## config.mk

```make
export PLATFORM = sky130hd
export DESIGN_NAME = kvtc_cell
export DESIGN_NICKNAME = d
export VERILOG_FILES = /design/src/sv/assert_macros.svh /design/src/sv/kvtc_pkg.sv /design/src/sv/kvtc_cell.sv
export SDC_FILE = /design/constraint.sdc
export NUM_CORES = 1
export LEC_CHECK = 0
export CAP_MARGIN = 5
export CORE_AREA = 10 10 287 289
export DETAILED_ROUTE_END_ITERATION = 10
export DIE_AREA = 0 0 297 299
export DONT_BUFFER_PORTS = 1
export PLACE_DENSITY = 0.49
export SLEW_MARGIN = 5
export SYNTH_ARGS = -nofsm -noshare
export SYNTH_HDL_FRONTEND = slang
export SYNTH_SLANG_ARGS = --single-unit
```

## constraint.sdc

```tcl
create_clock -name aclk -period 11.59 [get_ports aclk]
set_clock_uncertainty 0.2 [all_clocks]
set_input_delay 0.5795 -clock aclk [delete_from_list [all_inputs] [get_ports aclk]]
set_output_delay 0.5795 -clock aclk [all_outputs]
set_load 0.01 [all_outputs]
```

## src/sv/assert_macros.svh

```systemverilog
// Shared assertion macros
`ifndef ASSERT_MACROS_SVH
`define ASSERT_MACROS_SVH

// Same-cycle implication
`define ASSERT_NOW(label, clk, rstn, ante, cons, msg) \
    label: assert property (@(posedge clk) disable iff (!rstn) (ante) |-> (cons)) \
        else $error(msg);

// Next-cycle implication
`define ASSERT_NEXT(label, clk, rstn, ante, cons, msg) \
    label: assert property (@(posedge clk) disable iff (!rstn) (ante) |=> (cons)) \
        else $error(msg);

`endif

```

## src/sv/kvtc_pkg.sv

```systemverilog
package kvtc_pkg;

    localparam int IDX_W  = 12;
    localparam int CNT_W  = 13;
    localparam int VCNT_W = 9;
    localparam int WORD_W = 64;

    typedef enum logic [2:0] {
        OP_NONE,
        OP_DROP_IDX,
        OP_DROP_OLD,
        OP_INSERT,
        OP_UPDATE
    } op_e_t;

    typedef enum logic [1:0] {
        CMD_VOTE  = 2'd0,
        CMD_FIND  = 2'd1,
        CMD_ERASE = 2'd2
    } cmd_e_t;

    typedef enum logic [0:0] {
        REG_VOTER_LIMIT = 1'b0,
        REG_ENTRY_LIMIT = 1'b1
    } reg_e_t;

    typedef enum logic [3:0] {
        ST_IDLE,
        ST_SCAN,
        ST_DECIDE,
        ST_INSERT,
        ST_VREAD,
        ST_VCHECK,
        ST_APPLY,
        ST_TRIM,
        ST_OUT
    } state_e_t;

    // Command broadcast to every cell
    typedef struct packed {
        op_e_t              op;
        logic [IDX_W-1:0]   idx;
        logic [CNT_W-1:0]   age;
        logic [CNT_W-1:0]   cnt;
        logic [WORD_W-1:0]  key;
        logic [WORD_W-1:0]  tally;
        logic [WORD_W-1:0]  final_sum;
        logic [VCNT_W-1:0]  voters;
    } bcast_t;

    // Lookup token handed from cell to cell
    typedef struct packed {
        logic               valid;
        logic [WORD_W-1:0]  key;
        logic               hit;
        logic [IDX_W-1:0]   hit_idx;
        logic [CNT_W-1:0]   hit_age;
        logic [WORD_W-1:0]  hit_tally;
        logic [WORD_W-1:0]  hit_final;
        logic [VCNT_W-1:0]  hit_voters;
        logic               free_found;
        logic [IDX_W-1:0]   free_idx;
        logic               old_found;
        logic [IDX_W-1:0]   old_idx;
    } probe_t;

    function automatic logic [WORD_W-1:0] sat_add(input logic [WORD_W-1:0] a,
                                                  input logic [WORD_W-1:0] b);
        logic [WORD_W:0] s;
        s = {1'b0, a} + {1'b0, b};
        return s[WORD_W] ? {WORD_W{1'b1}} : s[WORD_W-1:0];
    endfunction

endpackage

```

## src/sv/kvtc_cell.sv

```systemverilog
module kvtc_cell (
    input  logic                       aclk,
    input  logic                       aresetn,
    input  logic [kvtc_pkg::IDX_W-1:0] cell_id,
    input  kvtc_pkg::bcast_t           bcast,
    input  kvtc_pkg::probe_t           probe_in,
    output kvtc_pkg::probe_t           probe_out,
    output logic                       valid_out
);

    logic                          valid_reg;
    logic [kvtc_pkg::WORD_W-1:0]   key_reg;
    logic [kvtc_pkg::WORD_W-1:0]   tally_reg;
    logic [kvtc_pkg::WORD_W-1:0]   final_reg;
    logic [kvtc_pkg::VCNT_W-1:0]   voters_reg;
    logic [kvtc_pkg::CNT_W-1:0]    age_reg;
    kvtc_pkg::probe_t              probe_reg;
    kvtc_pkg::probe_t              probe_next;
    logic                          me;
    logic                          is_old;

    assign me     = (bcast.idx == cell_id);
    assign is_old = valid_reg && (age_reg == bcast.cnt - kvtc_pkg::CNT_W'(1));

    always_comb begin
        probe_next = probe_in;
        if (probe_in.valid) begin
            if (valid_reg && key_reg == probe_in.key) begin
                probe_next.hit        = 1'b1;
                probe_next.hit_idx    = cell_id;
                probe_next.hit_age    = age_reg;
                probe_next.hit_tally  = tally_reg;
                probe_next.hit_final  = final_reg;
                probe_next.hit_voters = voters_reg;
            end
            if (!valid_reg && !probe_in.free_found) begin
                probe_next.free_found = 1'b1;
                probe_next.free_idx   = cell_id;
            end
            if (is_old) begin
                probe_next.old_found = 1'b1;
                probe_next.old_idx   = cell_id;
            end
        end
    end

    always_ff @(posedge aclk) begin
        if (!aresetn) begin
            valid_reg <= 1'b0;
            probe_reg <= '0;
        end else begin
            probe_reg <= probe_next;
            case (bcast.op)
                kvtc_pkg::OP_DROP_IDX: if (me) valid_reg <= 1'b0;
                kvtc_pkg::OP_DROP_OLD: if (is_old) valid_reg <= 1'b0;
                kvtc_pkg::OP_INSERT:   if (me) valid_reg <= 1'b1;
                default: ;
            endcase
        end
    end

    always_ff @(posedge aclk) begin
        case (bcast.op)
            kvtc_pkg::OP_DROP_IDX: begin
                if (!me && valid_reg && age_reg > bcast.age)
                    age_reg <= age_reg - kvtc_pkg::CNT_W'(1);
            end
            kvtc_pkg::OP_INSERT: begin
                if (me) begin
                    key_reg    <= bcast.key;
                    tally_reg  <= '0;
                    final_reg  <= '0;
                    voters_reg <= '0;
                    age_reg    <= '0;
                end else if (valid_reg) begin
                    age_reg <= age_reg + kvtc_pkg::CNT_W'(1);
                end
            end
            kvtc_pkg::OP_UPDATE: begin
                if (me) begin
                    tally_reg  <= bcast.tally;
                    final_reg  <= bcast.final_sum;
                    voters_reg <= bcast.voters;
                end
            end
            default: ;
        endcase
    end

    assign probe_out = probe_reg;
    assign valid_out = valid_reg;

endmodule

```

==> impl_summary.md, run 1 <==
Power
The total leakage power is 9.22 nW. IR analysis of the VDD net gives a maximum drop of 0.101 mV. The power density relative to cell area is 141 nW/µm².

Global routing
The global route total overflow is 0. The number of global-route vias before repair came to 17700. Across every metal layer, demand over resource in global routing totals 0.182. The maximum number of pins on one net before global-route repair is 102. The first global-routing pass estimated 124 mm of wire. The number of antenna violations at the first check in global routing is 19.

Yosys
The number of enable-type register cells in the synthesized netlist is 214. In the post-synthesis netlist, the biggest area contributors are edfxtp_1, dfxtp_1, nand4_1. The share of synthesized area in the top cell type comes to 0.338. The mean instance size in the synthesized netlist is 10.8 µm².

In this run, distinct cell masters in the synthesized netlist total 62. The cell area that synthesis handed to floorplanning was 19000 µm². The total of flip-flops plus latches after synthesis is 469.

The leading register cell type out of synthesis is dfxtp_1. The count of mapped cells out of synthesis is 1760. Of the synthesized area, sequential elements account for 0.606. Summed over all instances, the cell type with the most area after synthesis is edfxtp_1. Yosys printed 0 warnings.

The fraction of registers with async set/reset is 0. The net count after synthesis is 2286.

Outcome
The run finished with clean final reports.

STA
In this run the tightest slew margin relative to its limit is 0.122. The number of failing setup endpoints in the final timing report is 0. The count of final hold-check violations was 0. The post-route worst hold slack is 0.0485 ns. The accumulated negative setup slack is 0 ns. The pin slew with the least headroom to its limit is 1.31 ns.

The clock period minus worst slack is 4.21 ns. In the finished design, the share of the clock period the worst path needs comes to 0.363. The slack of the critical path is 7.38 ns. The highest achievable clock rate is 238 MHz. The final count of pins violating max slew is 0. Setup repair after global routing left no endpoint under its margin.

Setup path
The cell type of the slowest stage on the worst timing path is buf_4. The startpoint type of the worst setup path is a register. The startpoint of the lowest-slack register-to-register path is key_reg[17]$_DFFE_PP_. Data on the critical path is required at its endpoint by 11.92 ns. The arrival time at the worst endpoint is 4.54 ns. The path type of the worst setup path is register to register. The reg-to-reg endpoint is probe_out[146]$_SDFF_PN0_. The signal on the critical path passes through xnor2_1, nand2_1, or4_1, nor4_4, buf_4, buf_4, nand4_1, a21oi_1. On the worst path, the slowest cell contributes a delay of 0.84 ns. STA classifies the critical path endpoint as a register. For the worst flop-to-flop path, the logic depth is 8. The cell repeated most along the worst path is buf_4.

The top cell family by delay on the critical path is buffers and inverters. In this run the worst path has a maximum fanout of 88. The worst register-to-register path has a setup slack of 7.38 ns. The sum of buffers and inverters on the critical path is 2.

Min path
The worst hold path begins at probe_in[93]. The worst min-delay path endpoint is probe_out[93]$_SDFF_PN0_. The worst hold path belongs to the class input port to register. The cell depth of the worst hold path is 2.

Place
Timing analysis after detailed placement gives a worst setup slack of 7.34 ns. The wire-length estimate of the detail-placed layout is 57.7 mm. The placer's final routability congestion estimate is 0.905.

The count of buffers added on input and output ports is 0.

Layout
The final core utilization is 0.355. The net total in the final layout is 2755. The area growth from synthesis to layout is 42.9%.

The most common cell after layout, fill and taps aside is dlygate4sd3_1. The number of fillers in the final layout is 7411. In the layout the commonest cells are dlygate4sd3_1, dfxtp_1, edfxtp_1, nand4_1, and2_1.

The flip-flop count of the largest register after layout is 254. In the final layout, the share of cells above drive strength 1 is 0.0541.

Clock network
At the later pin of the worst-skew pair, clock insertion delay measures 0.62 ns. The largest buffer count on any clock path is 3. The tree is rooted in a clkbuf_16. The number of gates resized after CTS was 0. Counting every sink on the clock net gives 469. The CTS tree is built. The count of H-tree levels built during CTS is 2. After clock tree synthesis, the clock-pin slew on the worst setup and hold paths is 0.06 ns. TritonCTS created 54 clock buffers.

Detailed routing
The first detailed-routing pass ran for 5 iterations. After detailed routing, the total wire length is 85.5 mm. The post-detailed-route via-to-cell ratio is 5.03. For this block, the initial DRC count from the detailed router was 1222. The routed layout has 16800 vias. After detailed routing, the average wire length per cell comes to 25.7 µm. The count of nets left with antenna violations once routing finished came out at 0. In the routed design, unresolved DRC markers number 0.

Floorplanning
The site row count is 102. The I/O pin total is 765. The region available for standard cell placement spans 76700 µm².

The die is 299 µm tall. The die footprint is 88800 µm². The initial utilization of the core area, before any placement, comes to 0.248.

In this run the horizontal extent of the chip is 297 µm.

Flow run
The max-capacitance violation count is 0.
==> final cells by class <==
class	count	area, µm²	share of cell area
flip-flops and latches	469	11500	0.424
multi-input cells	1107	6840	0.251
repair buffers	563	5580	0.205
clock buffers	84	1620	0.0595
well taps	1040	1300	0.0478
clock inverters	18	158	0.00580
inverters	34	133	0.00488
diodes	13	32.5	0.00120
==> cell usage after synthesis (4+ instances only) <==
cell type / n
o21a_1: 5
nand2b_1: 29
nor2_1: 45
buf_2: 12
and2_1: 197
nor4b_1: 4
edfxtp_1: 214
nand4_1: 198
mux2i_1: 25
a21oi_1: 177
nand2_1: 49
inv_1: 34
clkbuf_1: 137
ha_1: 16
o22ai_1: 4
xor2_1: 16
nor3_1: 9
xnor2_1: 59
nand3_1: 10
o21ai_0: 178
nor4_1: 15
nand3b_1: 6
a211oi_1: 4
nor2b_1: 5
or4_1: 4
dfxtp_1: 255
==> timing repair <==
item                      in CTS  in global routing
hold endpoints to repair     447                  0
hold buffers                 542                  0
setup buffers                  0                  0
==> routing by layer <==
metal / GRT usage / up-vias / part of all wire / routed length [µm]
met5: 0 / - / 0.00080 / 68
met4: 0.0767 / 12 / 0.042 / 3570
met3: 0.0510 / 211 / 0.081 / 6950
met2: 0.318 / 932 / 0.50 / 43000
met1: 0.206 / 8262 / 0.37 / 31900
li1: - / 7339 / - / -
==> logic make-up (layout without fill, tap and decap cells) <==
kind of cell | Yosys count | count (layout) | share of synthesized area
simple gates | 590 | 590 | 0.184
flops | 469 | 469 | 0.606
compound gates | 401 | 401 | 0.114
buf+inv | 184 | 699 | 0.0375
xor+xnor | 75 | 75 | 0.0345
mux | 25 | 25 | 0.0131
fa+ha+maj | 16 | 16 | 0.0105
other cells | 0 | 13 | 0
==> worst max-delay path by stage <==
| stage | endpoint | slack, ns | depth (start not counted) | startpoint |
|---|---|---|---|---|
| final | probe_out[146]$_SDFF_PN0_ | 7.38 | 8 | key_reg[17]$_DFFE_PP_ |
| after global routing | probe_out[65]$_SDFF_PN0_ | 7.18 | 8 | key_reg[39]$_DFFE_PP_ |
| after floorplan | final_reg[0]$_SDFFCE_PN0P_ | 3.62 | 6 | bcast[239] |
| after detailed placement | probe_out[71]$_SDFF_PN0_ | 7.34 | 8 | probe_in[206] |
| after CTS | probe_out[71]$_SDFF_PN0_ | 7.50 | 8 | key_reg[17]$_DFFE_PP_ |
| after global placement | probe_out[75]$_SDFF_PN0_ | 7.29 | 8 | probe_in[206] |
==> power by group <==
| group | internal [mW] | switching, mW |
|---|---|---|
| logic | 0.173 | 0.113 |
| registers | 1.77 | 0.0581 |
| clock network | 0.971 | 0.739 |
==> stage by stage <==
step / std cells / cell area (µm²) / power, mW
after floorplan: 1760 / 19000 / 1.94
after global placement: 2671 / 20000 / 1.99
after detailed placement: 2671 / 20000 / 1.99
after CTS: 3315 / 27200 / 3.85
after global routing: 3326 / 27200 / 3.96
final: 3328 / 27200 / 3.83
Note: power is estimated with default switching activity, not from simulation.
==> inputs of run 2 (changes only) <==
--- a/config.mk
+++ b/config.mk
@@ -5,12 +5,13 @@
 export SDC_FILE = /design/constraint.sdc
 export NUM_CORES = 1
 export LEC_CHECK = 0
+export ABC_AREA = 1
 export CAP_MARGIN = 5
-export CORE_AREA = 10 10 287 289
+export CORE_AREA = 10 10 285 287
 export DETAILED_ROUTE_END_ITERATION = 10
-export DIE_AREA = 0 0 297 299
+export DIE_AREA = 0 0 295 297
 export DONT_BUFFER_PORTS = 1
-export PLACE_DENSITY = 0.49
+export PLACE_DENSITY = 0.53
 export SLEW_MARGIN = 5
 export SYNTH_ARGS = -nofsm -noshare
 export SYNTH_HDL_FRONTEND = slang
==> constraint.sdc (replaced) <==
create_clock -name aclk -period 4.2 [get_ports aclk]
set_clock_uncertainty 0.2 [all_clocks]
set_input_delay 0.21 -clock aclk [delete_from_list [all_inputs] [get_ports aclk]]
set_output_delay 0.21 -clock aclk [all_outputs]
set_load 0.01 [all_outputs]
==> run 2 against run 1 <==
  * Cell count is 31% higher
  * Combinational power rose to 3.5 times the previous value
  * Highest routed layer unchanged
  * Die area fell by 1.3%
  * Clock power rose to 2.8 times the previous value
  * Sequential power grew to 2.8 times the previous value
  * Synthesized area up 11%
  * Routed wire length fell by 0.80%
  * Utilization grew 5.1 points
  * Non-clock buffer count up 113
  * Largest cell class unchanged
  * Worst setup slack got worse by 6.9 ns
==> impl_summary.md, run 2 <==
Yosys
The total of flip-flops plus latches after synthesis is 469 (unchanged). The number of enable-type register cells in the synthesized netlist was 214 (unchanged). Synth cell count leaders: inv_1, nand2_1, nor2_1 (was dfxtp_1, edfxtp_1, nand4_1). The total number of yosys warnings is 0 (unchanged). The fraction of registers with async set/reset is 0 (unchanged). The portion of synthesized cell area occupied by the leading cell type is 0.304 (was 0.338). The leading cell type by number of instances after synthesis is inv_1 (was dfxtp_1).

The summed instance area of the synthesized netlist is 21200 µm² (was 19000 µm²). The dominant cell type by area after synthesis is edfxtp_1 (unchanged). The sequential cell area fraction in the yosys report is 0.545 (was 0.606). Synth top area cells: edfxtp_1, dfxtp_1, inv_1 (was edfxtp_1, dfxtp_1, nand4_1).

The count of mapped cells out of synthesis is 2706 (was 1760). The number of distinct standard cells referenced by the synthesized netlist is 34 (was 62). The net count after synthesis is 3232 (was 2286).

The mean instance size in the synthesized netlist was 7.82 µm² (was 10.8 µm²). The leading register cell type out of synthesis is dfxtp_1 (unchanged).

STA
The accumulated negative setup slack was 0 ns (unchanged). The number of failing setup endpoints in the final timing report came to 0 (unchanged). The pin slew with the least headroom to its limit is 1.02 ns (was 1.31 ns). The post-route worst hold slack is 0.0274 ns (was 0.0485 ns). The slack of the critical path is 0.494 ns (was 7.38 ns). The clock period minus worst slack is 3.71 ns (was 4.21 ns). The post-route fraction of the period consumed by the critical path is 0.882 (was 0.363).

Setup repair after global routing missed its margin: no (unchanged). The count of final hold-check violations came to 0 (unchanged). The final count of pins violating max slew is 0 (unchanged). The tightest slew margin relative to the limit is 0.320 (was 0.122). The highest achievable clock rate was 270 MHz (was 238 MHz).

Clock network
The CTS buffer count is 55 (was 54). The clock transition at the registers of the reported paths is 0.06 ns (about the same). The root cell of the clock tree was clkbuf_16 (unchanged).

The largest buffer count on any clock path is 3 (unchanged). The CTS tree is built (unchanged). The count of H-tree levels built during CTS is 2 (unchanged). The post-CTS resize count is 0 (unchanged).

The clock sink count is 469 (unchanged). The insertion delay of the later-clocked pin in the worst-skew pair is 0.63 ns (was 0.62 ns).

Power
The part of the total power dissipated in sequential elements is 0.463 (was 0.478). The total leakage power was 15.7 nW (was 9.22 nW). The switching component of the power came to 2.70 mW (was 0.910 mW).

The part of the total power dissipated in the clock network is 0.446 (was 0.447). The part of the total power dissipated in combinational logic was 0.091 (was 0.075). The power density relative to cell area is 357 nW/µm² (was 141 nW/µm²). The internal power is 8.21 mW (was 2.92 mW). The net switching fraction of the power is 0.247 (was 0.238). The total design power was 10.9 mW (was 3.83 mW).

The peak ir drop on the vdd network came to 0.310 mV (was 0.101 mV).

Detailed routing
The antenna violation net count after detailed routing is 0 (unchanged). The wire length reported by the detailed router was 84.8 mm (was 85.5 mm). The post-detailed-route via-to-cell ratio is 4.47 (was 5.03). The total iterations of the first detailed-routing run is 5 (unchanged). The per-cell routed wire length is 19.5 µm (was 25.7 µm). The overall via count from detail_route came to 19500 (was 16800). The remaining design rule violation count is 0 (unchanged). The number of DRC markers after the initial detailed-route iteration came to 1109 (was 1222).

Global routing
The maximum number of pins on one net before global-route repair is 169 (was 102). The global-route wire length before repair came to 127 mm (was 124 mm). The global route total overflow is 0 (unchanged). The number of global-route vias before repair was 20500 (was 17700). The number of antenna violations at the first check in global routing came to 15 (was 19).

The total track usage is 0.187 (was 0.182).

Layout
The final core utilization came to 0.406 (was 0.355). The net total in the final layout is 3846 (was 2755). The fraction of final layout cells with drive strength greater than 1 was 0.0419 (was 0.0541).

The most common cell after layout, fill and taps aside is inv_1 (was dlygate4sd3_1). The final non-filler cell area was 30600 µm² (was 27200 µm²). Highest-count cells in the layout ignoring fill and taps: inv_1, dlygate4sd3_1, nand2_1, nor2_1, dfxtp_1 (was dlygate4sd3_1, dfxtp_1, edfxtp_1, nand4_1, and2_1). The layout overhead on the synthesized area is 44.6% (was 42.9%).

The flip-flop count of the largest register after layout is 254 (unchanged). The number of non-filler instances in the completed layout is 4357 (was 3328).

Floorplanning
The die footprint is 87600 µm² (was 88800 µm²). The I/O pin total is 765 (unchanged). The die width is 295 µm (was 297 µm). The initial core utilization is 0.280 (was 0.248). The site row count is 101 (was 102).

The chip height came to 297 µm (was 299 µm). The core outline area was 75400 µm² (was 76700 µm²).

Place
The setup slack at placement is 1.28 ns (was 7.34 ns). The placer's final routability congestion estimate was 0.876 (was 0.905). The cell area after placement is 22200 µm² (was 20000 µm²). The quantity of I/O buffers inserted on ports is 0 (unchanged). The total half-perimeter wirelength after legalization and detailed placement is 55.7 mm (was 57.7 mm). The number of cells after detailed placement is 3587 (was 2671).

Setup path
The sum of buffers and inverters on the critical path is 5 (was 2). The top cell family by delay on the critical path is buffers and inverters (unchanged). The startpoint type of the worst setup path is a register (unchanged).

The maximum fanout along the worst path is 6 (was 88). The arrival time at the worst endpoint is 4.01 ns (was 4.54 ns). The largest incremental delay on the critical path is 0.61 ns (was 0.84 ns).

The cell type of the slowest stage on the worst timing path is dlygate4sd3_1 (was buf_4). The nature of the critical path endpoint is a register (unchanged). Cells along the critical path: inv_1, nand2_1, nand2_1, nand3_1, nand2_1, inv_1, nor2_1, nand3_1, nor2_1, nand3_1, dlygate4sd3_1, a21oi_1, dlygate4sd3_1, nor2_1, dlygate4sd3_1 (was xnor2_1, nand2_1, or4_1, nor4_4, buf_4, buf_4, nand4_1, a21oi_1).

The path type of the worst setup path is register to register (unchanged). The data required time of the worst path is 4.50 ns (was 11.92 ns).

Min path
The worst min-delay path class is input port to register (unchanged).

Outcome
Run status: finished, final reports clean (unchanged).

Flow run
The max-capacitance violation count is 0 (unchanged).
run 2: cell type report:
class | instances | area [µm²]
Fill cell | 7246 | 44900
Sequential cell | 469 | 11500
Timing Repair Buffer | 676 | 6840
Multi-Input combinational cell | 1326 | 6170
Inverter | 792 | 2970
Clock buffer | 73 | 1470
Tap cell | 978 | 1220
Clock inverter | 30 | 348
Antenna cell | 13 | 32.5
run 2: power by group through the flow:
stage | Clock, mW | Sequential (mW) | Combinational (mW)
after global routing | 5.16 | 5.06 | 1.10
final | 4.86 | 5.05 | 0.995
after CTS | 4.95 | 5.05 | 0.965
after detailed placement | 0 | 5.15 | 0.420
after floorplan | 0 | 5.09 | 0.356
after global placement | 0 | 5.15 | 0.413
run 2: tightest hold or removal path: stages:
cell and delay [ns]:
buf_16 0.21, nand2_1 0.20, nor2_1 0.05
run 2: final timing paths:
check / endpoint / from / slack (ns) / cells past startpoint
setup / recovery: valid_out$_SDFFE_PN0P_ / age_reg[5]$_DFFE_PP_ / 0.49 / 15
hold / removal: probe_out[167]$_SDFF_PN0_ / aresetn / 0.03 / 3
setup reg to reg: valid_out$_SDFFE_PN0P_ / age_reg[5]$_DFFE_PP_ / 0.49 / 15
hold reg to reg: probe_out[124]$_SDFF_PN0_ / tally_reg[25]$_SDFFCE_PN0P_ / 0.37 / 4
run 2: cell families after synthesis:
group                    count (synthesis)  synth area share
AO/OA/AOI/OAI                           83            0.0209
XOR/XNOR                                59            0.0244
adder cells (fa/ha/maj)                 16           0.00946
buffers and inverters                  911             0.166
flip-flops                             469             0.545
AND/OR/NAND/NOR                       1168             0.235
run 2: metal layers:
metal	part of all wire	up-vias	GRT usage	wire length, µm
li1	-	9302	-	-
met1	0.38	9021	0.211	32200
met2	0.49	866	0.317	41100
met3	0.081	268	0.0530	6840
met4	0.054	10	0.0911	4550
met5	0.00074	-	0	63
run 2: timing repair:
| item | 4_1_cts | 5_1_grt |
|---|---|---|
| endpoints found under the hold margin | 478 | 4 |
| buffers inserted | 0 | 0 |
| hold buffers | 650 | 4 |
==> inputs of run 3 (changes only) <==
--- a/config.mk
+++ b/config.mk
@@ -8,6 +8,8 @@
 export ABC_AREA = 1
 export CAP_MARGIN = 5
 export CORE_AREA = 10 10 285 287
+export CTS_BUF_LIST = sky130_fd_sc_hd__clkbuf_2 sky130_fd_sc_hd__clkbuf_4 sky130_fd_sc_hd__clkbuf_8
+export CTS_CLUSTER_SIZE = 12
 export DETAILED_ROUTE_END_ITERATION = 10
 export DIE_AREA = 0 0 295 297
 export DONT_BUFFER_PORTS = 1
==> run 3 against run 2 <==
  * The run now fails in clock tree synthesis (4_1_cts)
  * Synthesized cell count stayed put
  * Synthesized area unchanged
==> impl_summary.md, run 3 <==
Yosys
The total of flip-flops plus latches after synthesis is 469 (unchanged). The sequential cell area fraction in the yosys report is 0.545 (unchanged). The summed instance area of the synthesized netlist came to 21200 µm² (unchanged). The leading cell type by number of instances after synthesis was inv_1 (unchanged).

The number of distinct standard cells referenced by the synthesized netlist is 34 (unchanged). The fraction of registers with async set/reset is 0 (unchanged). The count of mapped cells out of synthesis was 2706 (unchanged). The dominant cell type by area after synthesis is edfxtp_1 (unchanged).

Synth cell count leaders: inv_1, nand2_1, nor2_1 (unchanged). The mean instance size in the synthesized netlist is 7.82 µm² (unchanged). The leading register cell type out of synthesis is dfxtp_1 (unchanged). The portion of synthesized cell area occupied by the leading cell type is 0.304 (unchanged).

The total number of yosys warnings was 0 (unchanged). The net count after synthesis is 3232 (unchanged). The number of enable-type register cells in the synthesized netlist came to 214 (unchanged). Synth top area cells: edfxtp_1, dfxtp_1, inv_1 (unchanged).

Place
The total half-perimeter wirelength after legalization and detailed placement is 55.7 mm (unchanged). The quantity of I/O buffers inserted on ports came to 0 (unchanged). The placer's final routability congestion estimate came to 0.876 (unchanged).

Floorplanning
The chip height is 297 µm (unchanged). The initial core utilization is 0.280 (unchanged). The site row count is 101 (unchanged). The die width is 295 µm (unchanged). The I/O pin total was 765 (unchanged).

Clock network
The largest buffer count on any clock path came to 3 (unchanged). The root cell of the clock tree is clkbuf_8 (was clkbuf_16). The CTS buffer count is 85 (was 55). The number of buffers inserted for hold repair after clock tree synthesis came to 751 (was 650). The count of H-tree levels built during CTS is 3 (was 2). The post-CTS setup buffer count came to 0 (unchanged).

The clock sink count is 469 (unchanged). The post-CTS resize count is 0 (unchanged).

Outcome
Run status: stopped before the end (was finished, final reports clean). The stage where the run came to a stop is clock tree synthesis (4_1_cts). The tool reported: "[ERROR RSZ-0060] Max buffer count reached".
==> run 3: cell counts after synthesis <==
Identical to the previous run, type by type.
==> run 3: kinds of logic after synthesis <==
| kind of cell | Yosys count | share of synthesized area |
|---|---|---|
| buffers and inverters | 911 | 0.166 |
| AND/OR/NAND/NOR | 1168 | 0.235 |
| AO/OA/AOI/OAI | 83 | 0.0209 |
| XOR/XNOR | 59 | 0.0244 |
| flip-flops | 469 | 0.545 |
| adder cells (fa/ha/maj) | 16 | 0.00946 |
==> run 3: through the flow <==
step	instance area, µm²	util	setup WS, ns	std cells	hold slack, ns
after detailed placement	22200	0.294	1.28	3587	0.108
after global placement	22200	0.294	1.29	3587	0.104
after floorplan	21200	-	0.333	2706	0.103
==> inputs of run 4 (changes only) <==
--- a/config.mk
+++ b/config.mk
@@ -7,13 +7,11 @@
 export LEC_CHECK = 0
 export ABC_AREA = 1
 export CAP_MARGIN = 5
-export CORE_AREA = 10 10 285 287
-export CTS_BUF_LIST = sky130_fd_sc_hd__clkbuf_2 sky130_fd_sc_hd__clkbuf_4 sky130_fd_sc_hd__clkbuf_8
-export CTS_CLUSTER_SIZE = 12
+export CORE_AREA = 10 10 288 290
 export DETAILED_ROUTE_END_ITERATION = 10
-export DIE_AREA = 0 0 295 297
+export DIE_AREA = 0 0 298 300
 export DONT_BUFFER_PORTS = 1
-export PLACE_DENSITY = 0.53
+export PLACE_DENSITY_LB_ADDON = 0.15
 export SLEW_MARGIN = 5
 export SYNTH_ARGS = -nofsm -noshare
 export SYNTH_HDL_FRONTEND = slang
==> run 4 against run 3 <==
  * The run now ends clean
==> impl_summary.md, run 4 (same netlist as run 2, synthesis figures left out) <==
Outcome
Run status: finished, final reports clean (was stopped before the end).

Setup path
The startpoint type of the worst setup path is a register. Traced cell by cell, the critical path runs through inv_1, nand2_1, nand2_1, nand3_1, nand2_1, inv_1, nor2_1, nand3_1, nor2_1, nand3_1, dlygate4sd3_1, a21oi_1, dlygate4sd3_1, nor2_1, dlygate4sd3_1. Of all nets on the critical path, the largest fanout is 6. In this design, the stage delay of the slowest critical-path cell is 0.59 ns. The path type of the worst setup path is register to register. The data required time of the worst path is 4.48 ns. The nature of the critical path endpoint is a register. The cell type of the slowest stage on the worst timing path is dlygate4sd3_1. STA puts the critical path data arrival time at 4.12 ns.

STA
The clock period minus worst slack is 3.84 ns. The highest achievable clock rate is 261 MHz. Of the available clock period, the critical path in the final layout requires 0.914.

For the pin with the worst max-slew slack, the measured transition is 1.06 ns. Setup repair after global routing left no endpoint under its margin. The worst pin sits at a relative slew slack of 0.294.

The accumulated negative setup slack is 0 ns. The final count of pins violating max slew is 0. The number of failing setup endpoints in the final timing report is 0. The count of final hold-check violations was 0.

Clock network
The clock sink count came to 469 (unchanged). Clock-pin slew was measured on the worst setup and hold paths at 0.06 ns. The count of H-tree levels built during CTS is 2 (was 3). The root cell of the clock tree is clkbuf_16 (was clkbuf_8).

The CTS tree is built. The largest buffer count on any clock path was 3 (unchanged). The insertion delay of the later-clocked pin in the worst-skew pair is 0.62 ns. The CTS buffer count is 55 (was 85).

Floorplanning
After floorplanning, the core was sized to cover 77100 µm². The chip height is 300 µm (was 297 µm). The die width was 298 µm (was 295 µm). The I/O pin total is 765 (unchanged).

The initial core utilization was 0.275 (was 0.280). The site row count came to 102 (was 101). The die footprint is 89400 µm².

Global routing
The maximum number of pins on one net before global-route repair is 168. The global-route wire length before repair is 130 mm. The number of antenna violations at the first check in global routing is 14. The number of global-route vias before repair came to 20400. For this run the aggregate overflow at the end of global routing stands at 0.

For this run, the total global-route usage over all layers was measured as 0.187.

Power
Summed over all cells, the static leakage comes to 15.5 nW. The power density relative to cell area is 362 nW/µm². The peak ir drop on the vdd network is 0.271 mV.

Layout
The most common cell after layout, fill and taps aside is inv_1. The net total in the final layout is 3796. The fraction of final layout cells with drive strength greater than 1 is 0.0452. The layout overhead on the synthesized area is 42.6%. The number of non-filler instances in the completed layout is 4367. The library cells used most frequently in the layout, excluding fill and tap cells, are inv_1, dlygate4sd3_1, nand2_1, nor2_1, dfxtp_1. The flip-flop count of the largest register after layout is 254.

Place
The total half-perimeter wirelength after legalization and detailed placement is 61.6 mm (was 55.7 mm). The number of cells after detailed placement is 3652 (was 3587). The quantity of I/O buffers inserted on ports is 0 (unchanged).

The placer's final routability congestion estimate is 0.890 (was 0.876).

Detailed routing
After detailed routing, the number of remaining DRC violations is 0. Using the TritonRoute via totals, the vias-per-cell ratio works out to 4.35. The total iterations of the first detailed-routing run is 5. The overall via count from detail_route is 19000. The antenna violation net count after detailed routing is 0. After the first detailed-routing iteration, the DRC count stood at 865. The per-cell routed wire length is 20.0 µm. The wire length reported by the detailed router is 87.5 mm.

Min path
The worst min-delay path class is input port to register.

Flow run
The max-capacitance violation count is 0.
-- run 4: final timing paths --
kind / cells after the start / end / slack, ns / from
setup / recovery: 15 / valid_out$_SDFFE_PN0P_ / 0.36 / age_reg[5]$_DFFE_PP_
hold / removal: 1 / key_reg[3]$_DFFE_PP_ / 0.04 / bcast[140]
setup reg to reg: 15 / valid_out$_SDFFE_PN0P_ / 0.36 / age_reg[5]$_DFFE_PP_
hold reg to reg: 4 / probe_out[83]$_SDFF_PN0_ / 0.37 / final_reg[48]$_SDFFCE_PN0P_
-- run 4: area by class of cell --
cell class,count,area [µm²]
clock inverters,26,274
repair buffers,626,6320
clock buffers,78,1580
well taps,1040,1300
diodes,10,25.0
fillers,7799,46900
inverters,792,2970
flip-flops and latches,469,11500
multi-input cells,1326,6170
-- run 4: power by group --
part           switching, mW  total (mW)  leakage (nW)  internal, mW
Sequential             0.162        5.05          3.79          4.89
Clock                   2.07        4.90         0.921          2.84
Combinational          0.427       0.959          10.8         0.532
Total                   2.65        10.9          15.5          8.26
-- run 4: worst max-delay path: cells and delay by family, from the launching register on --
kind	cells	cell delay (ns)
flip-flops	1	0.52
buffers and inverters	5	2.00
AND/OR/NAND/NOR	9	0.88
AO/OA/AOI/OAI	1	0.12
-- run 4: metrics by stage --
stage	hold slack (ns)	setup slack, ns	area, µm²	util	total power, mW
after floorplan	0.103	0.333	21200	-	5.45
after global placement	0.106	1.31	22300	0.289	5.58
after detailed placement	0.108	1.28	22300	0.289	5.59
after CTS	0.0000416	0.351	30100	0.391	11.1
after global routing	0.00729	0.0661	30200	0.391	11.4
final	0.0368	0.363	30200	0.392	10.9
-- run 4: timing repair --
action,in CTS,in global routing
hold buffers,598,3
setup endpoints to repair,0,0
hold endpoints to repair,475,12
setup buffers,0,0
gates resized for setup,0,0
-- run 4: layer usage --
layer	global-route usage	vias to the layer above	wire length, µm
li1	-	9176	-
met2	0.331	708	43500
met3	0.0586	192	6790
met5	0	-	57
met4	0.0697	10	3050
met1	0.209	8916	34200
